[src/rpc_pkg.sv]
// Package for the rectangular/polar converter: datapath widths, the
// arctangent table and the beat types shared by the cell row and gain stage.
// No dependencies.
`default_nettype none

package rpc_pkg;

  // Number of micro-rotations; the table bounds the usable depth
  localparam int ITERATIONS = 16;
  localparam int TABLE_LEN  = 24;
  localparam int N_CELLS    = (ITERATIONS < TABLE_LEN) ? ITERATIONS : TABLE_LEN;

  // Field widths
  localparam int CW  = 18;  // Q9.8 coordinate
  localparam int AW  = 16;  // binary angle
  localparam int RW  = 19;  // radius result
  // Datapath widths: coordinates carry 8 extra fraction bits plus growth
  localparam int XW  = 28;
  localparam int ZW  = 34;  // angle accumulator, 2^31 is a half turn
  localparam int SW  = $clog2(TABLE_LEN);

  // Gain removal: 1/K in Q0.30, rounded by 2^37, shifted by 38
  localparam int GW       = 31;
  localparam int PW       = XW + GW;
  localparam int GSHIFT   = 38;
  localparam int QW       = PW - GSHIFT;
  localparam logic signed [GW-1:0] INV_GAIN = GW'(652032874);
  localparam logic signed [PW-1:0] GROUND   = PW'(1) <<< (GSHIFT - 1);

  localparam logic signed [ZW-1:0] HALF_TURN   = ZW'(1) <<< 31;
  localparam logic signed [ZW-1:0] ANG_ROUND   = ZW'(32768);
  localparam logic signed [AW-1:0] QUARTER_BIN = AW'(16384);
  localparam logic signed [AW-1:0] ANG_NEG_PI  = {1'b1, {(AW-1){1'b0}}};

  localparam logic signed [CW-1:0] XY_MAX = {1'b0, {(CW-1){1'b1}}};
  localparam logic signed [CW-1:0] XY_MIN = {1'b1, {(CW-1){1'b0}}};
  localparam logic signed [RW-1:0] RAD_MAX = {1'b0, {(RW-1){1'b1}}};

  // atan(2^-i) / pi * 2^31, rounded to nearest
  localparam logic [31:0] ATAN_TAB [TABLE_LEN] = '{
    32'h20000000, 32'h12E4051E, 32'h09FB385B, 32'h051111D4, 32'h028B0D43,
    32'h0145D7E1, 32'h00A2F61E, 32'h00517C55, 32'h0028BE53, 32'h00145F2F,
    32'h000A2F98, 32'h000517CC, 32'h00028BE6, 32'h000145F3, 32'h0000A2FA,
    32'h0000517D, 32'h000028BE, 32'h0000145F, 32'h00000A30, 32'h00000518,
    32'h0000028C, 32'h00000146, 32'h000000A3, 32'h00000051
  };

  typedef enum logic {
    OP_TO_POLAR = 1'b0,
    OP_TO_RECT  = 1'b1
  } op_t;

  // Input fields carried alongside the rotation
  typedef struct packed {
    op_t                   op;
    logic                  axis;   // to-polar point on the x axis
    logic signed [CW-1:0]  xi;
    logic signed [CW-1:0]  yi;
    logic signed [CW-1:0]  ri;
    logic signed [AW-1:0]  ai;
  } side_t;

  typedef struct packed {
    side_t                 side;
    logic signed [XW-1:0]  x;
    logic signed [XW-1:0]  y;
    logic signed [ZW-1:0]  z;
  } cord_t;

endpackage

`default_nettype wire

[src/rpc_cell.sv]
// One CORDIC micro-rotation cell: vectoring for to-polar beats, rotation for
// to-rect beats. Shift amount and table entry follow from the step port,
// which the top level ties to the cell's place in the row. Uses rpc_pkg.
`default_nettype none

module rpc_cell (
  input  wire logic               clk,
  input  wire logic               rst,
  input  wire logic               en,
  input  wire logic [rpc_pkg::SW-1:0] step,
  input  wire logic               vld_in,
  input  wire rpc_pkg::cord_t     cin,
  output logic                    vld_out,
  output rpc_pkg::cord_t          cout
);
  import rpc_pkg::*;

  logic                  ccw;
  logic signed [XW-1:0]  xs;
  logic signed [XW-1:0]  ys;
  logic signed [ZW-1:0]  az;
  cord_t                 cnext;

  // Pick the turn direction and apply one shift-add step
  always_comb begin
    if (cin.side.op == OP_TO_RECT) begin
      ccw = !cin.z[ZW-1];
    end else begin
      ccw = cin.y[XW-1];
    end
    xs = cin.x >>> step;
    ys = cin.y >>> step;
    az = ZW'(ATAN_TAB[step]);
    cnext      = cin;
    if (ccw) begin
      cnext.x = cin.x - ys;
      cnext.y = cin.y + xs;
      cnext.z = cin.z - az;
    end else begin
      cnext.x = cin.x + ys;
      cnext.y = cin.y - xs;
      cnext.z = cin.z + az;
    end
  end

  // Hand the beat to the neighbor when the row advances
  always_ff @(posedge clk) begin
    if (rst) begin
      vld_out <= 1'b0;
    end else if (en) begin
      vld_out <= vld_in;
    end
  end

  always_ff @(posedge clk) begin
    if (en) begin
      cout <= cnext;
    end
  end

endmodule

`default_nettype wire

[config.mk]
export PLATFORM = sky130hd
export DESIGN_NAME = rpc_cell
export DESIGN_NICKNAME = d
export VERILOG_FILES = /design/src/rpc_pkg.sv /design/src/rpc_cell.sv
export SDC_FILE = /design/constraint.sdc
export NUM_CORES = 1
export LEC_CHECK = 0
export ABC_CLOCK_PERIOD_IN_PS = 5800
export BUFFER_PORTS_ARGS = -buffer_cell sky130_fd_sc_hd__buf_2
export CORE_ASPECT_RATIO = 0.6
export CORE_UTILIZATION = 51
export DETAILED_ROUTE_END_ITERATION = 10
export PLACE_DENSITY = 0.81
export SLEW_MARGIN = 20
export SYNTH_ARGS = -nofsm -noshare
export SYNTH_HDL_FRONTEND = slang
export SYNTH_SLANG_ARGS = --single-unit
[constraint.sdc]
create_clock -name clk -period 5.8 [get_ports clk]
set_clock_uncertainty 0.15 [all_clocks]
set_input_delay 0.29 -clock clk [delete_from_list [all_inputs] [get_ports clk]]
set_output_delay 0.29 -clock clk [all_outputs]
set_load 0.1 [all_outputs]
### Word-level counts from Yosys, hierarchy flattened

Memories as Yosys holds them, arrays and structs flattened.
Index checks and enable logic that the tools add are counted.

| storage, ports and cells | value |
|---|---|
| bits in registers | 163 |
| memory bits (read-only) | 1024 |
| memories kept | 1 |

Memories:

| name | words | bits a word | read ports | clocked after memory_dff | write ports | line | source |
|---|---|---|---|---|---|---|---|
| (no name shown) | 32 | 32 | 1 | 0 | 0 | rpc_cell.sv:33 | `az = ZW'(ATAN_TAB[step]);` |

| cells by class | value |
|---|---|
| bitwise logic cells | 1 |
| $add $sub $neg | 6 |
| magnitude comparators | 1 |
| shift-type cells | 2 |
| reduce and logical (&&, ||, !) cells | 1 |
| multiplexer cells | 4 |

Operators by type and width:

| kind | number |
|---|---|
| $mux W90 | 1 |
| $mux W32 | 2 |
| $add A28 B28 Y28 | 2 |
| $sshr A28 B5 Y28 | 2 |
| $sub A28 B28 Y28 | 2 |
| $add A34 B33 Y34 | 1 |
| $sub A34 B33 Y34 | 1 |
| $ge A6 B6 Y1 const B | 1 |
| $not A5 Y6 | 1 |
| $logic_not A1 Y1 | 1 |
| $mux W1 | 1 |

### Depth between registers and ports, before layout

| depth | value |
|---|---|
| depth in word-level cells | 6 |
| mapped depth | 27 |

### Worst setup path after synthesis

No wires, ideal clock.

| path | value |
|---|---|
| path type | input-to-reg |
| start | in step[1] in the netlist's numbering |
| end | reg cout[33] in the netlist's numbering, data pin |
| stages | 23 |
| slack | -0.385 ns |
| data required time | 5.390 ns |
| arrival | 5.775 ns |
| cells stage by stage | inv_1 > buf_1 > buf_1 > clkbuf_1 > ha_1 > inv_1 > a2111oi_2 > o2111ai_1 > a2111o_1 > or3b_1 > nor4_4 > a21oi_1 > xnor2_1 > ha_1 > a21o_1 > a21o_1 > a31o_2 > a32o_1 > a311oi_1 > o311ai_0 > a21oi_1 > o21bai_1 > xnor2_1 |

RTL lines:

| item | line | source |
|---|---|---|
| from (decl) | rpc_cell.sv:10 | `input wire logic [rpc_pkg::SW-1:0] step,` |
| to (signal assigned) | rpc_cell.sv:57 | `cout <= cnext;` |
| to (decl) | rpc_cell.sv:14 | `output rpc_pkg::cord_t cout` |

==> results.py <==
metrics = {
    "routing": {
        "final_antenna_net_count": 0,
        "vias_per_cell": 6.300,
        "post_drt_wl_per_cell_um": 22.81,
        "dr.first_iter.drc_count": 1916,
        "routed_wirelength_um": 57400,
        "remaining_drc_errors": 0,
        "via_count": 15852,
        "firstDrtPassIters": 7,
    },
    "grt": {
        "grt_first_pass_wirelength_um": 85200,
        "grt_pass1_vias": 15044,
        "grt_max_degree": 85,
        "grt-ovfl-total": 0,
        "grt_util_all_layers_pct": 35.56,
        "antenna_found_initial": 0,
    },
    "worst_setup_path": {
        "path_class": "input pin to flop",
        "cp-end-kind": "flop",
        "cp_max_fo": 14,
        "worstPathArrival_ns": 5.70,
        "required_ns": 5.85,
        "start_kind": "input pin",
    },
    "synthesis": {
        "synth_top_cell_area_share_pct": 31.03,
        "synth_area_per_cell_um2": 10.02,
        "yosysSeqAreaShare_pct": 31.16,
        "async_flop_share_pct": 0,
        "yosys_register_bits": 163,
        "syn_inst": 1565,
        "yosysTopAreaCell": "edfxtp_1",
        "synth_nets": 1837,
        "synth-warning-count": 0,
        "yosys.cell_types.count": 92,
        "synthesis.area_um2": 15680,
        "synth_ff_type": "edfxtp_1",
        "synthTopCellsByArea": "edfxtp_1 31%, mux4_2 9.9%, ha_1 7.8%",
        "synth_edf_count": 162,
    },
    "clocking": {
        "clockRootBuffer": "clkbuf_16",
        "clkLatencyLatePin_ns": 0.45,
        "cts.clk_slew.worst_paths_ns": 0.08,
        "cts_tree": "done",
        "cts.htree.levels": 4,
        "numCtsBuffers": 17,
        "clockBufferDepth": 2,
        "cts_sinks": 163,
    },
    "sta": {
        "finalSetupViolations": 0,
        "rsz0062_at_grt": "no",
        "worstMarginPinSlew_ns": 1.006,
        "period_share_pct": 97.34,
        "slew_headroom_pct": 32.95,
        "final_hold_viol_count": 0,
        "min_period_ns": 5.646,
        "fmax_mhz": 177.1,
        "maxSlewViolCount": 0,
        "whs_ns": 0.07195,
    },
    "floorplan": {
        "row_count": 49,
        "die_y_um": 137.8,
        "core-area_um2": 30100,
        "start_util_pct": 52.07,
        "io_pins": 334,
        "die-area_um2": 31460,
        "die_w_um": 228.3,
    },
    "pwr": {
        "p_total_mw": 6.997,
        "power.density_nw_per_um2": 345.3,
        "max-vdd-ir-drop_mv": 0.3330,
        "p_leak_nw": 8.666,
    },
    "status": {
        "outcome": "complete, no violations",
    },
    "place": {
        "gp_congestion": 0.9880,
        "io_buffers": 333,
        "hpwl_um": 42760,
    },
    "final_layout": {
        "drive_above_1_share_pct": 32.87,
        "final_nets": 2369,
        "mostFrequentLayoutCells": "330 x buf_2, 181 x buf_4, 162 x edfxtp_1, 136 x nor2_1, 127 x a21oi_1",
        "area.growth.synth_to_final_pct": 29.26,
        "diodes": 0,
        "mostFrequentLayoutCell": "buf_2",
    },
    "flow_run": {
        "drv_cap": 0,
    },
    "min_path": {
        "hp-class": "input pin to flop",
    },
}
[what timing repair did]
item	4_1_cts	5_1_grt
endpoints found under the setup margin	0	4
hold buffers	74	0
resized for setup	0	5
buffers inserted	0	0
endpoints found under the hold margin	73	0
[worst paths after layout]
path	from	end	slack (ns)	cells past startpoint
hold reg to reg	vld_out	vld_out	0.89	3
setup reg to reg	vld_out	vld_out	4.49	3
setup / recovery	step[0]	cout[60]	0.15	20
hold / removal	cin[34]	cout[34]	0.07	2
[cell type report]
type | count | area (um^2)
multi-input cells | 1268 | 10170
fillers | 2382 | 9841
flip-flops and latches | 163 | 4885
repair buffers | 594 | 3923
well taps | 408 | 510.5
clock buffers | 17 | 425.4
inverters | 53 | 198.9
clock inverters | 13 | 148.9
[synthesized netlist by cell type, types with 6 or more instances]
cell type  number
or2_2          11
clkbuf_1       33
and2_1         14
mux4_2         69
a21oi_1       128
nor3_1         23
buf_4          15
and3_1          9
a211oi_1       17
buf_6           7
nand2b_1       17
mux2i_1        35
xnor2_1        94
mux4_1          6
edfxtp_1      162
buf_1          13
o22ai_1        16
o311ai_0        7
o31ai_1        12
buf_2          11
nor2b_1        15
nand2_1       104
a21o_1         37
o21ai_0        89
o21a_1         27
a21boi_0        9
a31oi_1        25
o211ai_1        7
ha_1           98
nor2_1        136
inv_1          52
nand3_1        27
xor2_1         55
mux2_2         32
o21bai_1       11
[state kept, by name, indices dropped and copies added, names as in the netlist]
| register | cells |
|---|---|
| cout | 162 |
| vld_out | 1 |
[worst max-delay path, cell delays in order]
cell and delay [ns]:
buf_4 0.27, buf_4 0.20, mux2_2 0.39, o22ai_1 0.33
o31ai_1 0.18, a221o_1 0.40, or4_1 0.54, nor3_2 0.22
buf_4 0.22, a21oi_1 0.09, xnor2_1 0.13, ha_1 0.34
a21oi_2 0.22, nand2_1 0.07, a21oi_1 0.33, o21ai_0 0.24
a211o_1 0.36, a2111o_1 0.39, a2111oi_1 0.39, nor3b_1 0.10
[cells by family after synthesis]
family / synth area share [%]
compound gates: 20.32
simple gates: 12.30
flops: 31.16
xor+xnor: 8.325
mux: 15.55
buf+inv: 4.135
fa+ha+maj: 8.206
[per-layer routing]
layer | track usage [%] | part of all wire [%] | vias to the layer above | wire length [um]
met1 | 48.30 | 41 | 7558 | 23630
met5 | 0.4688 | 0 | - | 0
met3 | 11.09 | 13 | 120 | 7251
li1 | - | - | 7101 | -
met4 | 11.15 | 2.3 | 0 | 1341
met2 | 54.10 | 44 | 1073 | 25170
[metrics by stage]
step | setup slack (ns) | area (um^2) | TNS (ns) | util [%] | std cells
after global placement | -0.2348 | 18930 | -0.7965 | 62.89 | 2412
after floorplan | 0.06191 | 15680 | 0 | - | 1565
after detailed placement | -0.4218 | 18930 | -1.525 | 62.89 | 2412
after CTS | 0.04627 | 20250 | 0 | 67.26 | 2516
after global routing | 0.01392 | 20260 | 0 | 67.31 | 2516
final | 0.1542 | 20260 | 0 | 67.31 | 2516
[power breakdown]
group	total, mW	switching (mW)	internal (mW)
registers	1.67	0.0591	1.61
logic	4.13	2.95	1.18
clock network	1.19	0.554	0.639
total	7.00	3.57	3.43
Power figures use the tool's default switching activity.
