`src/rpc_pkg.sv`:
```
// Package for the rectangular/polar converter: datapath widths, the
// arctangent table and the beat types shared by the cell row and gain stage.
// No dependencies.
`default_nettype none

package rpc_pkg;

  // Number of micro-rotations; the table bounds the usable depth
  localparam int ITERATIONS = 16;
  localparam int TABLE_LEN  = 24;
  localparam int N_CELLS    = (ITERATIONS < TABLE_LEN) ? ITERATIONS : TABLE_LEN;

  // Field widths
  localparam int CW  = 18;  // Q9.8 coordinate
  localparam int AW  = 16;  // binary angle
  localparam int RW  = 19;  // radius result
  // Datapath widths: coordinates carry 8 extra fraction bits plus growth
  localparam int XW  = 28;
  localparam int ZW  = 34;  // angle accumulator, 2^31 is a half turn
  localparam int SW  = $clog2(TABLE_LEN);

  // Gain removal: 1/K in Q0.30, rounded by 2^37, shifted by 38
  localparam int GW       = 31;
  localparam int PW       = XW + GW;
  localparam int GSHIFT   = 38;
  localparam int QW       = PW - GSHIFT;
  localparam logic signed [GW-1:0] INV_GAIN = GW'(652032874);
  localparam logic signed [PW-1:0] GROUND   = PW'(1) <<< (GSHIFT - 1);

  localparam logic signed [ZW-1:0] HALF_TURN   = ZW'(1) <<< 31;
  localparam logic signed [ZW-1:0] ANG_ROUND   = ZW'(32768);
  localparam logic signed [AW-1:0] QUARTER_BIN = AW'(16384);
  localparam logic signed [AW-1:0] ANG_NEG_PI  = {1'b1, {(AW-1){1'b0}}};

  localparam logic signed [CW-1:0] XY_MAX = {1'b0, {(CW-1){1'b1}}};
  localparam logic signed [CW-1:0] XY_MIN = {1'b1, {(CW-1){1'b0}}};
  localparam logic signed [RW-1:0] RAD_MAX = {1'b0, {(RW-1){1'b1}}};

  // atan(2^-i) / pi * 2^31, rounded to nearest
  localparam logic [31:0] ATAN_TAB [TABLE_LEN] = '{
    32'h20000000, 32'h12E4051E, 32'h09FB385B, 32'h051111D4, 32'h028B0D43,
    32'h0145D7E1, 32'h00A2F61E, 32'h00517C55, 32'h0028BE53, 32'h00145F2F,
    32'h000A2F98, 32'h000517CC, 32'h00028BE6, 32'h000145F3, 32'h0000A2FA,
    32'h0000517D, 32'h000028BE, 32'h0000145F, 32'h00000A30, 32'h00000518,
    32'h0000028C, 32'h00000146, 32'h000000A3, 32'h00000051
  };

  typedef enum logic {
    OP_TO_POLAR = 1'b0,
    OP_TO_RECT  = 1'b1
  } op_t;

  // Input fields carried alongside the rotation
  typedef struct packed {
    op_t                   op;
    logic                  axis;   // to-polar point on the x axis
    logic signed [CW-1:0]  xi;
    logic signed [CW-1:0]  yi;
    logic signed [CW-1:0]  ri;
    logic signed [AW-1:0]  ai;
  } side_t;

  typedef struct packed {
    side_t                 side;
    logic signed [XW-1:0]  x;
    logic signed [XW-1:0]  y;
    logic signed [ZW-1:0]  z;
  } cord_t;

endpackage

`default_nettype wire

```
`src/rpc_gain.sv`:
```
// Gain removal and result formatting: multiply by 1/K, then round, clamp and
// select the pass-through fields into the output register. Uses rpc_pkg.
`default_nettype none

module rpc_gain (
  input  wire logic               clk,
  input  wire logic               rst,
  input  wire logic               en,
  input  wire logic               vld_in,
  input  wire rpc_pkg::cord_t     cin,
  output logic                    vld_out,
  output logic signed [rpc_pkg::CW-1:0] x_out,
  output logic signed [rpc_pkg::CW-1:0] y_out,
  output logic signed [rpc_pkg::RW-1:0] radius_out,
  output logic signed [rpc_pkg::AW-1:0] angle_out
);
  import rpc_pkg::*;

  logic                  vld_p;
  side_t                 side_p;
  logic signed [PW-1:0]  px;
  logic signed [PW-1:0]  py;
  logic signed [ZW-1:0]  zr;

  logic signed [PW-1:0]  sx;
  logic signed [PW-1:0]  sy;
  logic signed [QW-1:0]  qx;
  logic signed [QW-1:0]  qy;
  logic signed [CW-1:0]  x_next;
  logic signed [CW-1:0]  y_next;
  logic signed [RW-1:0]  radius_next;
  logic signed [AW-1:0]  angle_next;

  // Product stage
  always_ff @(posedge clk) begin
    if (rst) begin
      vld_p <= 1'b0;
    end else if (en) begin
      vld_p <= vld_in;
    end
  end

  always_ff @(posedge clk) begin
    if (en) begin
      side_p <= cin.side;
      px     <= PW'(cin.x) * PW'(INV_GAIN);
      py     <= PW'(cin.y) * PW'(INV_GAIN);
      zr     <= cin.z + ANG_ROUND;
    end
  end

  // Round half up, clamp and pick the computed or passed pair
  always_comb begin
    sx = (px + GROUND) >>> GSHIFT;
    sy = (py + GROUND) >>> GSHIFT;
    qx = sx[QW-1:0];
    qy = sy[QW-1:0];
    if (side_p.op == OP_TO_RECT) begin
      if (qx > QW'(XY_MAX)) begin
        x_next = XY_MAX;
      end else if (qx < QW'(XY_MIN)) begin
        x_next = XY_MIN;
      end else begin
        x_next = qx[CW-1:0];
      end
      if (qy > QW'(XY_MAX)) begin
        y_next = XY_MAX;
      end else if (qy < QW'(XY_MIN)) begin
        y_next = XY_MIN;
      end else begin
        y_next = qy[CW-1:0];
      end
      radius_next = RW'(side_p.ri);
      angle_next  = side_p.ai;
    end else begin
      x_next = side_p.xi;
      y_next = side_p.yi;
      if (side_p.axis) begin
        // Point on the x axis: exact magnitude, angle zero or minus pi
        if (side_p.xi[CW-1]) begin
          radius_next = -RW'(side_p.xi);
          angle_next  = ANG_NEG_PI;
        end else begin
          radius_next = RW'(side_p.xi);
          angle_next  = '0;
        end
      end else begin
        if (qx < 0) begin
          radius_next = '0;
        end else if (qx > QW'(RAD_MAX)) begin
          radius_next = RAD_MAX;
        end else begin
          radius_next = qx[RW-1:0];
        end
        angle_next = zr[31:16];
      end
    end
  end

  // Output register
  always_ff @(posedge clk) begin
    if (rst) begin
      vld_out <= 1'b0;
    end else if (en) begin
      vld_out <= vld_p;
    end
  end

  always_ff @(posedge clk) begin
    if (en) begin
      x_out      <= x_next;
      y_out      <= y_next;
      radius_out <= radius_next;
      angle_out  <= angle_next;
    end
  end

  // A held stage keeps its valid bits
  a_hold: assert property (@(posedge clk) disable iff (rst)
    !en |=> $stable(vld_p) && $stable(vld_out))
    else $error("gain stage valid changed while stalled");

endmodule

`default_nettype wire
```
`config.mk`:
```
export PLATFORM = sky130hd
export DESIGN_NAME = rpc_gain
export DESIGN_NICKNAME = d
export VERILOG_FILES = /design/src/rpc_pkg.sv /design/src/rpc_gain.sv
export SDC_FILE = /design/constraint.sdc
export NUM_CORES = 2
export LEC_CHECK = 0
export BUFFER_PORTS_ARGS = -buffer_cell sky130_fd_sc_hd__buf_2
export CAP_MARGIN = 20
export CORE_MARGIN = 10
export CORE_UTILIZATION = 50
export DETAILED_ROUTE_END_ITERATION = 7
export HOLD_SLACK_MARGIN = 0.08
export PLACE_DENSITY = 0.72
export REMOVE_ABC_BUFFERS = 1
export SLEW_MARGIN = 20
export SYNTH_ARGS = -nofsm -noshare
export SYNTH_HDL_FRONTEND = slang
export SYNTH_SLANG_ARGS = --single-unit
```
`constraint.sdc`:
```
create_clock -name clk -period 10.6 [get_ports clk]
set_input_delay 2.12 -clock clk [delete_from_list [all_inputs] [get_ports clk]]
set_output_delay 2.12 -clock clk [all_outputs]
set_load 0.02 [all_outputs]
```
## After elaboration in Yosys (flattened, before gate mapping)

Cells that the tools add are included.

- Output and inout port bits: 72
- Word-level logic and storage cells: 41
- Flip-flop bits (word level): 293
- Input port bits: 166

- Muxes and demuxes: 14
- $mul: 2
- $add $sub $neg: 4
- $lt $le $gt $ge: 6

Operators by type and width:

| kind | number |
|---|---|
| adder 59 x 39 -> 59 bit, second input constant | 2 |
| multiplier 28 x 30 -> 58 bit, second input constant | 2 |
| 2-to-1 mux 18 bit | 6 |
| 2-to-1 mux 19 bit | 5 |
| 2-to-1 mux 16 bit | 3 |
| greater-than comparator 21 x 18 -> 1 bit, second input constant | 2 |
| < comparator 21 x 18 -> 1 bit, second input constant | 2 |
| adder 32 x 17 -> 32 bit, second input constant | 1 |
| greater-than comparator 21 x 19 -> 1 bit, second input constant | 1 |
| < comparator 21 x 1 -> 1 bit, second input constant | 1 |
| negator 18 -> 19 bit | 1 |

## Depth between registers and ports, before layout

- Depth after elaboration: 6
- Gate-level depth with buffers: 27
- Depth with buffers taken out: 26

## Worst setup path after synthesis

Ideal clock, no wire load.

- Kind: input to register
- Start: input port cin[50] in the netlist's numbering
- End: register py[57], data pin
- Cell stages on the path: 22
- Data required time: 10.343 ns
- Slack: 2.159 ns
- Path buffers: 0
- Arrival time: 8.184 ns
- Setup time: 0.257 ns
- Cell sequence: fa_1 > inv_1 > fa_1 > inv_1 > fa_1 > fa_1 > inv_1 > fa_1 > inv_1 > fa_1 > fa_1 > ha_1 > ha_1 > a21o_1 > a31o_1 > a311oi_1 > a21o_1 > or3b_4 > a21o_1 > and3_4 > o31a_1 > xor2_1

- Longest elaborated chain between the ends: 1

Ends and longest elaborated chain:

| what | line | text |
|---|---|---|
| start, declared | rpc_gain.sv:10 | `input wire rpc_pkg::cord_t cin,` |
| multiplier 28 x 30 -> 58 bit | rpc_gain.sv:47 | `py <= PW'(cin.y) * PW'(INV_GAIN);` |
| end signal, assigned | rpc_gain.sv:47 |  |
| end, declared | rpc_gain.sv:22 | `logic signed [PW-1:0] py;` |

No other way between the ends.
A chain may end at the register's enable or synchronous reset.

## Worst setup path in the final report

- Start: input port cin[70] in the netlist's numbering
- End: register px[55], data pin

- Longest elaborated chain between the ends: 1

Ends and longest elaborated chain:

| what | line | text |
|---|---|---|
| multiplier 28 x 30 -> 58 bit | rpc_gain.sv:46 | `px <= PW'(cin.x) * PW'(INV_GAIN);` |
| end signal, assigned | rpc_gain.sv:46 |  |
| end, declared | rpc_gain.sv:21 | `logic signed [PW-1:0] px;` |

No other way between the ends.

==> results.yml <==
routing:
  dr_total_vias: 26000
  postRouteAntennaNets: 0
  vias_per_cell: 5.28
  finalWirelength_um: 96800
  wl_per_cell_um: 19.7
  drcViolationCount: 0
  drt_first_pass_iters: 5
  drtIter0Drc: 1508
synthesis:
  yosys-top-cells-area: "fa_1 36%, ha_1 21%, edfxtp_1 16%"
  yosys.cell_types.count: 68
  synth_top_cell_area_share: 0.364
  netlist_instances: 3669
  seq_area_frac_synth: 0.159
  synth_ff_type: "edfxtp_1"
  syn_avg_cell_area_sq_um: 10.5
  async_reset_ff_frac: 0
  synth_seq_cells: 205
  synth_edf_count: 203
  synth_area_leader_cell: "fa_1"
  synthesis.area_sq_um: 38600
  yosys_warnings: 0
timing:
  skew_ns: 0.0100
  finalSetupTns_ns: 0
  slew-limit-headroom: 0.275
  period_share: 0.861
  setup_viol: 0
  fin_crit_ns: 9.12
  rsz0062_at_grt: "false"
  slew_viol_final: 0
  finalHoldViolCount: 0
  worst_pin_slew_ns: 1.08
  setup_ws_ns: 1.48
  fmax_mhz: 110
die:
  design.die.area_sq_um: 88700
  fp.coreArea_sq_um: 76200
  pin_count: 238
  dieWidth_um: 298
  fp.dieH_um: 298
  fp-row-count: 101
  initial_core_util: 0.507
setup_path:
  crit_start: "cin[70]"
  crit_fanout: 8
  worstSetupPathType: "primary input to flip-flop"
  cp.required_ns: 10.86
  startpoint_type: "primary input"
  r2r-start: "px[47]$_DFFE_PP_"
  end_kind: "flip-flop"
  arrival_ns: 9.38
cts:
  cts-root-buf: "clkbuf_16"
  clkLatencyLatePin_ns: 0.52
  postCtsSetupBuffers: 0
  cts.htree.levels: 1
  cts_buffers: 22
  postCtsHoldBufs: 0
  clk_pin_slew_ns: 0.06
  cts_max_path_buffers: 3
  cts_tree: "done"
  ctsResizeCount: 0
  cts.sinks: 205
cells_and_area:
  stdcell_area_sq_um: 41600
  fin_nets: 5392
  syn2layout_area_growth_pct: 7.85
  nFillCells: 6597
  utilization: 0.546
  insertedDiodeCount: 0
  drive_above_1_share: 0.0715
job:
  max-cap-violations: 0
placement:
  post-place-ws_ns: 0.959
  hpwl_um: 85300
  place_area_sq_um: 40900
  port_buffers: 220
  place.gp.congestion: 0.998
run_status:
  status: "finished, final reports clean"
grt:
  first_global_vias: 28300
  grt_first_pass_wirelength_um: 154000
  grt-ovfl-total: 0
  grt_max_degree: 87
  grt.total_usage: 0.220
  antenna_found_initial: 2
hold_path:
  worstHoldPathType: "flip-flop to flip-flop"
  hold_path.startpoint: "vld_out$_SDFFE_PP0P_"
worst paths after layout:
kind | cells past startpoint | slack [ns] | endpoint
max | 25 | 1.48 | px[55]$_DFFE_PP_
min | 2 | 0.49 | vld_out$_SDFFE_PP0P_
max reg2reg | 9 | 7.00 | x_out[10]$_DFFE_PP_
min reg2reg | 2 | 0.49 | vld_out$_SDFFE_PP0P_
state kept, by name, summed over array words and instances (netlist names):
| register | cells |
|---|---|
| side_p | 72 |
| px | 22 |
| py | 22 |
| radius_out | 19 |
| x_out | 18 |
| y_out | 18 |
| angle_out | 16 |
| zr | 16 |
| vld_out | 1 |
| vld_p | 1 |
critical path, cell delays in order:
cell and delay [ns]:
buf_2 0.26, inv_1 0.08, ha_1 0.43, inv_1 0.12, fa_1 0.62, inv_1 0.09, fa_1 0.50, fa_1 0.51
inv_1 0.05, fa_1 0.52, inv_1 0.05, fa_1 0.47, inv_1 0.05, fa_1 0.49, ha_1 0.30, ha_1 0.39
and3_1 0.24, nand2_1 0.10, or4_1 0.56, a31oi_1 0.41, o31ai_1 0.20, o21ai_1 0.32, a41o_1 0.26, a21oi_1 0.09
xnor2_1 0.13
metrics by stage:
step | hold slack, ns | cells
2_1_floorplan | 0.460 | 3620
3_3_place_gp | 0.470 | 4876
3_5_place_dp | 0.484 | 4877
4_1_cts | 0.500 | 4917
5_1_grt | 0.553 | 4917
6_report | 0.492 | 4917
per-layer routing:
layer  wire length (um)  vias up  GRT usage
li1                   -    12000          -
met2              47000      763      0.376
met5                 11        -          0
met1              40100    13000      0.278
met3               5460      199     0.0326
met4               4200        2     0.0822
cell usage in the layout (no fill, tap or decap), types with 8 or more instances in the layout:
master,instances
inv_1,1086
fa_1,702
ha_1,653
buf_2,219
edfxtp_1,203
a21oi_1,148
nand2_1,118
nor2_1,107
a21o_1,78
xnor2_1,71
o21ai_0,69
nand3_1,45
xor2_1,42
nand4_1,39
and3_1,24
clkbuf_16,23
o22a_1,17
a211oi_1,16
a22o_1,15
nor3_1,13
o311a_1,13
and2_1,12
and4_1,10
a31oi_1,10
nor2b_1,9
o21a_1,8
nand2b_1,8
synth_stat cells (24+ instances only):
master,instances
xor2_1,43
clkbuf_1,40
inv_1,1086
a21o_1,78
ha_1,653
xnor2_1,71
o21ai_0,69
fa_1,702
nand3_1,45
nand2_1,118
nand4_1,39
nor2_1,107
edfxtp_1,203
and3_1,24
a21oi_1,148
kinds of logic (layout without fill, tap and decap cells):
logic type / after synthesis / after routing / share of synthesized area
compound gates: 443 / 443 / 0.0757
xor+xnor: 114 / 114 / 0.0259
fa+ha+maj: 1355 / 1355 / 0.576
buf+inv: 1135 / 1353 / 0.111
flops: 205 / 205 / 0.159
mux: 4 / 4 / 0.00104
simple gates: 413 / 413 / 0.0521
layout make-up:
class / count / area (sq um) / share of cell area
multi-input combinational: 2329 / 28200 / 0.677
sequential: 205 / 6140 / 0.147
inverter: 1086 / 4080 / 0.0979
tap: 1030 / 1290 / 0.0310
timing repair buffer: 227 / 1160 / 0.0279
clock buffer: 27 / 591 / 0.0142
clock inverter: 13 / 171 / 0.00412
Power is not shown: default switching activity piles up to over one toggle a cycle in this logic, so the estimate is an artifact.
